### config.mk
export PLATFORM = sky130hd
export DESIGN_NAME = ilha_ctrl
export DESIGN_NICKNAME = d
export VERILOG_FILES = /design/src/hw/rtl/ilha_pkg.sv /design/src/hw/rtl/ilha_ctrl.sv
export SDC_FILE = /design/constraint.sdc
export NUM_CORES = 1
export LEC_CHECK = 0
export BUFFER_PORTS_ARGS = -buffer_cell sky130_fd_sc_hd__buf_2
export CORE_UTILIZATION = 30
export CTS_CLUSTER_SIZE = 12
export DETAILED_ROUTE_END_ITERATION = 10
export HOLD_SLACK_MARGIN = 0.05
export SLEW_MARGIN = 0
export SYNTH_ARGS = -nofsm -noshare
export SYNTH_HDL_FRONTEND = slang
export SYNTH_SLANG_ARGS = --single-unit
export TNS_END_PERCENT = 30
### constraint.sdc
create_clock -name clk_i -period 6.77 [get_ports clk_i]
set_input_delay 1.0155 -clock clk_i [delete_from_list [all_inputs] [get_ports clk_i]]
set_output_delay 1.0155 -clock clk_i [all_outputs]
set_load 0.02 [all_outputs]
### src/hw/rtl/ilha_pkg.sv
// Shared types and constants of the implicit-list heap allocator.
// Holds the datapath command codes, the status flag bundle and the result codes.
// No dependencies.
package ilha_pkg;

  localparam int unsigned HEAP_BYTES_DEF  = 65536;
  localparam int unsigned CHUNK_BYTES_DEF = 4096;
  localparam int unsigned STORE_WORDS     = 16384;
  localparam int unsigned STORE_BYTES     = 65536;
  localparam int unsigned TAG_W           = 32;
  localparam int unsigned AW              = 18;   // byte address / size arithmetic
  localparam int unsigned TOP_W           = 17;
  localparam int unsigned MIN_SPLIT       = 16;
  localparam int unsigned FIRST_PAYLOAD   = 16;

  typedef enum logic [1:0] {
    ST_DONE      = 2'd0,
    ST_EXHAUSTED = 2'd1,
    ST_NULL      = 2'd2
  } status_e;

  typedef enum logic [4:0] {
    C_NOP, C_LATCH, C_DISP, C_B0, C_B1, C_B2, C_B3,
    C_EXCHK, C_EXOLD, C_EXW2, C_EXW3,
    C_COR1, C_COR2, C_COR3, C_COR4, C_COW1, C_COW2, C_COW3,
    C_WCHK, C_WRD, C_PLISS, C_PLH, C_PLS1, C_PLS2,
    C_FRISS, C_FRH, C_FRW2, C_NRD, C_NWR
  } cmd_e;

  typedef struct packed {
    logic ready;       // heap built
    logic is_free;     // latched opcode is free
    logic null_req;    // zero size or malformed free address
    logic ext_fail;    // growth does not fit
    logic prev_set;    // header of current block has previous-allocated bit
    logic next_alloc;  // next block allocated (valid in C_COR3)
    logic walk_end;    // walk pointer ran past the heap
    logic tag_bad;     // walked tag has zero or oversize size
    logic hit;         // walk found its block
    logic past;        // walk passed the free target
    logic tag_alloc;   // walked tag allocated
    logic split;       // placement leaves a splittable remainder
    logic bp_zero;     // growth returned no block
  } dp_stat_t;

endpackage

### src/hw/rtl/ilha_ctrl.sv
// Controller of the heap allocator: one-hot sequencer over build, walk,
// growth, coalescing, placement and free. Depends on ilha_pkg.
module ilha_ctrl (
  input  logic                clk_i,
  input  logic                rst_ni,
  input  logic                start,
  output logic                busy,
  input  ilha_pkg::dp_stat_t  stat_i,
  output ilha_pkg::cmd_e      cmd_o,
  output logic                done_o,
  output logic [1:0]          status_o
);
  import ilha_pkg::*;

  typedef enum logic [29:0] {
    S_IDLE  = 30'd1 << 0,  S_DISP  = 30'd1 << 1,  S_B0    = 30'd1 << 2,
    S_B1    = 30'd1 << 3,  S_B2    = 30'd1 << 4,  S_B3    = 30'd1 << 5,
    S_EXCHK = 30'd1 << 6,  S_EXOLD = 30'd1 << 7,  S_EXW2  = 30'd1 << 8,
    S_EXW3  = 30'd1 << 9,  S_COR1  = 30'd1 << 10, S_COR2  = 30'd1 << 11,
    S_COR3  = 30'd1 << 12, S_COR4  = 30'd1 << 13, S_COW1  = 30'd1 << 14,
    S_COW2  = 30'd1 << 15, S_COW3  = 30'd1 << 16, S_RET   = 30'd1 << 17,
    S_WCHK  = 30'd1 << 18, S_WRD   = 30'd1 << 19, S_PLISS = 30'd1 << 20,
    S_PLH   = 30'd1 << 21, S_PLS1  = 30'd1 << 22, S_PLS2  = 30'd1 << 23,
    S_FRISS = 30'd1 << 24, S_FRH   = 30'd1 << 25, S_FRW2  = 30'd1 << 26,
    S_NRD   = 30'd1 << 27, S_NWR   = 30'd1 << 28, S_FIN   = 30'd1 << 29
  } state_e;

  typedef enum logic [1:0] {
    R_BUILD, R_GROW, R_FREE
  } ret_e;

  state_e  state_q, state_d;
  ret_e    ret_q, ret_d;
  status_e st_q, st_d;

  // next state and datapath command
  always_comb begin
    state_d = state_q;
    ret_d   = ret_q;
    st_d    = st_q;
    cmd_o   = C_NOP;
    unique case (state_q)
      S_IDLE: begin
        if (start) begin
          cmd_o   = C_LATCH;
          state_d = stat_i.ready ? S_DISP : S_B0;
        end
      end
      S_B0: begin cmd_o = C_B0; state_d = S_B1; end
      S_B1: begin cmd_o = C_B1; state_d = S_B2; end
      S_B2: begin cmd_o = C_B2; state_d = S_B3; end
      S_B3: begin cmd_o = C_B3; state_d = S_EXCHK; ret_d = R_BUILD; end
      S_DISP: begin
        cmd_o = C_DISP;
        if (stat_i.null_req) begin
          st_d = ST_NULL; state_d = S_FIN;
        end else begin
          state_d = S_WCHK;
        end
      end
      S_EXCHK: begin
        cmd_o   = C_EXCHK;
        state_d = stat_i.ext_fail ? S_RET : S_EXOLD;
      end
      S_EXOLD: begin cmd_o = C_EXOLD; state_d = S_EXW2; end
      S_EXW2:  begin cmd_o = C_EXW2;  state_d = S_EXW3; end
      S_EXW3:  begin cmd_o = C_EXW3;  state_d = S_COR1; end
      S_COR1:  begin cmd_o = C_COR1;  state_d = S_COR2; end
      S_COR2:  begin cmd_o = C_COR2;  state_d = S_COR3; end
      S_COR3: begin
        cmd_o = C_COR3;
        if (!stat_i.prev_set) begin
          state_d = S_COR4;
        end else if (stat_i.next_alloc) begin
          state_d = S_RET;
        end else begin
          state_d = S_COW1;
        end
      end
      S_COR4:  begin cmd_o = C_COR4; state_d = S_COW3; end
      S_COW1:  begin cmd_o = C_COW1; state_d = S_COW2; end
      S_COW3:  begin cmd_o = C_COW3; state_d = S_COW2; end
      S_COW2:  begin cmd_o = C_COW2; state_d = S_RET; end
      // return from growth or merge
      S_RET: begin
        unique case (ret_q)
          R_BUILD: state_d = S_DISP;
          R_GROW: begin
            if (stat_i.bp_zero) begin
              st_d = ST_EXHAUSTED; state_d = S_FIN;
            end else begin
              state_d = S_PLISS;
            end
          end
          default: begin st_d = ST_DONE; state_d = S_FIN; end
        endcase
      end
      S_WCHK: begin
        cmd_o = C_WCHK;
        if (stat_i.walk_end) begin
          if (stat_i.is_free) begin
            st_d = ST_NULL; state_d = S_FIN;
          end else begin
            ret_d = R_GROW; state_d = S_EXCHK;
          end
        end else begin
          state_d = S_WRD;
        end
      end
      S_WRD: begin
        cmd_o   = C_WRD;
        state_d = S_WCHK;
        if (stat_i.tag_bad) begin
          if (stat_i.is_free) begin
            st_d = ST_NULL; state_d = S_FIN;
          end else begin
            ret_d = R_GROW; state_d = S_EXCHK;
          end
        end else if (!stat_i.is_free) begin
          if (stat_i.hit) begin
            state_d = S_PLISS;
          end
        end else if (stat_i.hit) begin
          if (stat_i.tag_alloc) begin
            state_d = S_FRISS;
          end else begin
            st_d = ST_NULL; state_d = S_FIN;
          end
        end else if (stat_i.past) begin
          st_d = ST_NULL; state_d = S_FIN;
        end
      end
      S_PLISS: begin cmd_o = C_PLISS; state_d = S_PLH; end
      S_PLH: begin
        cmd_o   = C_PLH;
        state_d = stat_i.split ? S_PLS1 : S_NRD;
      end
      S_PLS1:  begin cmd_o = C_PLS1; state_d = S_PLS2; end
      S_PLS2:  begin cmd_o = C_PLS2; st_d = ST_DONE; state_d = S_FIN; end
      S_FRISS: begin cmd_o = C_FRISS; state_d = S_FRH; end
      S_FRH:   begin cmd_o = C_FRH; state_d = S_FRW2; end
      S_FRW2:  begin cmd_o = C_FRW2; state_d = S_NRD; end
      S_NRD:   begin cmd_o = C_NRD; state_d = S_NWR; end
      S_NWR: begin
        cmd_o = C_NWR;
        if (stat_i.is_free) begin
          ret_d = R_FREE; state_d = S_COR1;
        end else begin
          st_d = ST_DONE; state_d = S_FIN;
        end
      end
      S_FIN:   state_d = S_IDLE;
      default: state_d = S_IDLE;
    endcase
  end

  always_ff @(posedge clk_i or negedge rst_ni) begin
    if (!rst_ni) begin
      state_q <= S_IDLE;
      ret_q   <= R_BUILD;
      st_q    <= ST_DONE;
    end else begin
      state_q <= state_d;
      ret_q   <= ret_d;
      st_q    <= st_d;
    end
  end

  assign busy     = (state_q != S_IDLE);
  assign done_o   = (state_q == S_FIN);
  assign status_o = st_q;

endmodule

# --- Yosys cells after proc, flatten, opt, wreduce, memory -nomap -nowiden ---
# Index checks and enable logic that the tools add are counted.
# Widths: inputs -> output; s select.
op_classes:
  eq_ne: 43
  mux: 38
  reduce_logical: 6
op_table:
  columns: ["op", "n"]
  rows:
  - ["$pmux 30 s28", 1]
  - ["$mux 30", 11]
  - ["$pmux 5 s28", 1]
  - ["$pmux 30 s2", 1]
  - ["$mux 18", 3]
  - ["$eq 30x1->1 const B", 1]
  - ["$eq 30x10->1 const B", 1]
  - ["$eq 30x11->1 const B", 1]
  - ["$eq 30x12->1 const B", 1]
  - ["$eq 30x13->1 const B", 1]
  - ["$eq 30x14->1 const B", 1]
  - ["$eq 30x15->1 const B", 1]
  - ["$eq 30x16->1 const B", 1]
  - ["$eq 30x17->1 const B", 1]
  - ["$eq 30x18->1 const B", 1]
  - ["$eq 30x19->1 const B", 1]
  - ["$eq 30x2->1 const B", 1]
  - ["$eq 30x20->1 const B", 1]
  - ["$eq 30x21->1 const B", 1]
  - ["$eq 30x22->1 const B", 1]
  - ["$eq 30x23->1 const B", 1]
  - ["$eq 30x24->1 const B", 1]
  - ["$eq 30x25->1 const B", 1]
  - ["$eq 30x26->1 const B", 1]
  - ["other kinds (30)", 51]
word_totals:
  register_bits: 34
  inputBits: 16
  output_inout_bits: 9
  word_cells: 90

# --- Longest topological paths before layout ---
depth:
  word_depth: 5
  depth_mapped: 7
  mapped_depth_nobuf: 6

# --- Worst setup path after synthesis ---
# OpenSTA, ideal clock, no wires.
synth_path:
  kind: "register -> output"
  startpoint: "register state_q[12]"
  endpoint: "output port cmd_o[1]"
  arrival_ns: 2.187
  required_ns: 5.754
  path_slack_ns: 3.568
  path_stages_with_launch: 7
  path_buffers: 0
  cell_sequence: "dfrtp_1 -> nor4_4 -> nand4_4 -> or4b_4 -> nor3b_4 -> or4b_1 -> or4b_1"
synth_via:
  elab_chain_len: 2
  elab_cells_between_ends: 29
  classes_between: "eq/ne (28); mux (1)"
synth_rtl:
  columns: ["element", "line", "source"]
  rows:
  - ["start: declaration", "ilha_ctrl.sv:32", "state_e state_q, state_d;"]
  - ["start signal: assignment", "ilha_ctrl.sv:163", "state_q <= state_d;"]
  - ["$eq 30x29->1, or another cell as far along", "ilha_ctrl.sv:42", "unique case (state_q)"]
  - ["$pmux 5 s28 (*)", "ilha_ctrl.sv:42", null]
  - ["end: declaration", "ilha_ctrl.sv:9", "output ilha_pkg::cmd_e cmd_o,"]
# Mark *: on every way between the ends. The rest lies on a longest branch, timed or not.

# --- Worst setup path after layout ---
layout_path:
  startpoint: "register state_q[12]"
  endpoint: "output port cmd_o[0]"
# The elaborated chain is that of the path after synthesis.

==> results.md <==
* Drt via density at 5.736
* Clk slew on worst S/H paths at 0.08 ns
* Post_cts resized at 0
* Fmax at 250.6 MHz
* Number of synthesized flops with an enable pin at 0
* Worst R2R Start: state_q[9]
* Die Y at 90.43 um
* Layout cell share with drive strength beyond 1 at 18.57%
* Syn Inst Count at 259
* RSZ-0062 raised after global routing: no
* Slew margin rel. at 47.36%
* Port Buf Inserts at 24
* Synth area leader: dfrtp_1
* Worst-path cell chain: nor4_4 -> nand4_4 -> nor3_1 -> and4b_1 -> a221o_1 -> nand4b_1 -> buf_2
* # H-tree levels at 2
* Io pins at 25
* Hpwl dp at 4900 um
* HP Class: flop to flop
* Max incr delay on CP at 0.61 ns
* First-pass GRT wire length at 10380 um
* CP Class: flop to primary output
* Maxcap violations at 0
* Leakage at 0.001203 uW
* Initial antenna violation count at 0
* Die area at 0.008178 sq mm
* DRT iter0 DRCs at 120
* N_diodes at 0
* Largest net degree at the start of global routing at 35
* Slew @ Worst Pin at 0.7698 ns
* GRT Util Overall at 16.03%
* Netlist cell types at 57
* Status: complete, no violations
* Core box area at 0.007408 sq mm
* Number of global-route vias before repair at 2037
* Most used DFF post-synth: dfrtp_1
* Clock Tree Root: clkbuf_8
* Seq/Total Area, Yosys at 36.32%
* Hold slack at 0.5237 ns
* Number of synthesis warnings at 0
* Slowest cell on crit path: nor4_4
* Pre-CTS setup slack at 3.120 ns
* Cell Area, Synth at 0.002346 sq mm
* Clk_lat worst skew at 0.30 ns
* DRC viols at 0
* Avg Inst Size Synth at 9.058 sq um
* Final slew viol count at 0
* Drt wl/cell at 16.74 um
* Setup violators final at 0
* Die Wd at 90.43 um
* Max FO, Critical Path at 10
* Startpoint types: flop
* Via count at 2174
* Hold_buf cts at 0
* Area contributors post-synth: dfrtp_1, nor2_1, o21ai_0, nor3_1, nor4b_1
* Total congestion overflow at 0
* CTS tree: built
* Post-CTS Setup Bufs at 0
* WL final at 6344 um
* Post-synthesis register bit count at 34
* Area grow syn2layout at 11.68%
* Share of the synthesized area in the top cell type at 35.20%
* Num Clock Sinks at 34
* Post-layout util at 35.37%
* Final instance area at 0.002620 sq mm
* Rows at 31
* Critical path endpoint category: primary output
* Drt first pass iters at 6
* Clock skew at 0.01179 ns
* Clock buffer depth at 2
* Final period util at 58.95%
* Post-placement cell area at 0.002541 sq mm
* Minimum clock period at 3.991 ns
* TritonCTS Buffers at 5
* Crit path launch: state_q[12]
* Fin Setup TNS at 0 ns
* Pwr/cell area at 271.8 mW/mm^2
* Hold Vio Cnt, Final at 0
* NumNets Final at 296
* Hold_sp: status_o[1]
* Starting Density at 31.67%
* Antenna Nets Post-Route at 0
* Critical Path AT at 2.98 ns
* Worst Path Required at 5.75 ns
* VDD IR max at 0.1234 mV
* Setup WS post-layout at 2.779 ns
* Routability Congestion at 0.9333
* Asr flop ratio synth at 100.0%
* Syn Nets at 275
-- power breakdown --
| group | switching (uW) | leakage (uW) | internal, uW |
|---|---|---|---|
| Sequential | 25.3 | 0.000461 | 228 |
| Combinational | 204 | 0.000699 | 111 |
| Clock | 75.0 | 0.0000438 | 69.0 |
| Total | 304 | 0.00120 | 408 |
-- placed cells by master (no fill, tap or decap), types with 3 or more instances in the layout --
cell type,count
nor3_1,14
nand3b_1,3
inv_1,8
nor4b_1,8
nor4_2,5
or4_1,5
nand4b_1,3
and3_1,8
clkbuf_8,5
xnor2_1,6
nor2b_1,8
nor2_1,26
and4b_1,5
a21oi_1,9
xor2_1,4
a221o_1,3
nand4_1,5
nand2b_1,7
dfrtp_1,33
buf_2,24
nand3_1,9
or4b_1,3
nand2_1,11
o21ai_0,16
nor4_1,9
o21a_1,3
-- layer usage --
| metal | vias up | routed length [um] | global-route usage (%) |
|---|---|---|---|
| li1 | 1035 | - | - |
| met5 | - | 0 | 0 |
| met3 | 18 | 357 | 3.956 |
| met4 | 0 | 210 | 7.258 |
| met2 | 72 | 2784 | 23.85 |
| met1 | 1049 | 2992 | 21.82 |
-- worst paths after layout --
kind / end / slack, ns / depth (start not counted)
setup / recovery: cmd_o[0] / 2.78 / 7
hold / removal: status_o[1] / 0.52 / 1
setup reg to reg: state_q[0] / 4.14 / 6
hold reg to reg: status_o[1] / 0.52 / 1
max in group asynchronous: state_q[28] / 5.48 / 1
min in group asynchronous: state_q[27] / 0.79 / 1
-- final cells by class --
| cell class | instances | area, sq um |
|---|---|---|
| Timing Repair Buffer | 24 | 120.1 |
| Clock inverter | 2 | 10.01 |
| Tap cell | 99 | 123.9 |
| Inverter | 9 | 33.78 |
| Multi-Input combinational cell | 206 | 1411 |
| Fill cell | 768 | 4788 |
| Clock buffer | 5 | 68.82 |
| Sequential cell | 34 | 852.1 |
-- metrics by stage --
stage | instances | total power, uW
finish | 379 | 712.1
global route | 379 | 755.7
CTS | 379 | 713.9
detailed placement | 372 | 568.4
global placement | 372 | 571.1
floorplan | 259 | 479.6
-- cells by family (layout without fill, tap and decap cells) --
kind of cell,Yosys count,count (layout),share of synthesized area [%]
simple gates,147,147,42.51
compound gates,48,48,13.44
flops,34,34,36.32
buf+inv,19,40,3.520
xor+xnor,10,10,3.733
mux,1,1,0.4800
-- sequential cells by signal, indices dropped and copies added, names as in the netlist --
register / flops
ret_q: 2
status_o: 2
state_q: 30
-- Yosys cell counts, types with 2 or more instances --
master and number:
or4_1 5, nand3b_1 3, xor2_1 4, nor2b_1 8, nand2_1 11, and3_1 8
o21a_1 3, a21oi_1 9, nand4b_1 3, xnor2_1 6, or3_1 2, o21ai_0 16
or4b_1 3, nor4b_1 8, nor3_1 14, nor4_4 2, dfrtp_1 33, nand2b_1 7
o2bb2ai_1 2, buf_2 8, inv_1 8, and4b_1 5, nor4_2 5, a31o_2 2
nor4_1 9, a221o_1 3, and4_1 2, nor2_1 26, nand3_1 9, nand4_1 5
or4b_2 2, o2111ai_1 2, and2_1 2
-- worst max-delay path, delay by kind of cell, from the launching register on --
kind / cells / cell delay, ns
buffers and inverters: 1 / 0.18
and+or+nand+nor: 5 / 1.82
DFF: 1 / 0.47
AOI/OAI and AO/OA: 1 / 0.20
Note: power is estimated with default switching activity, not from simulation.
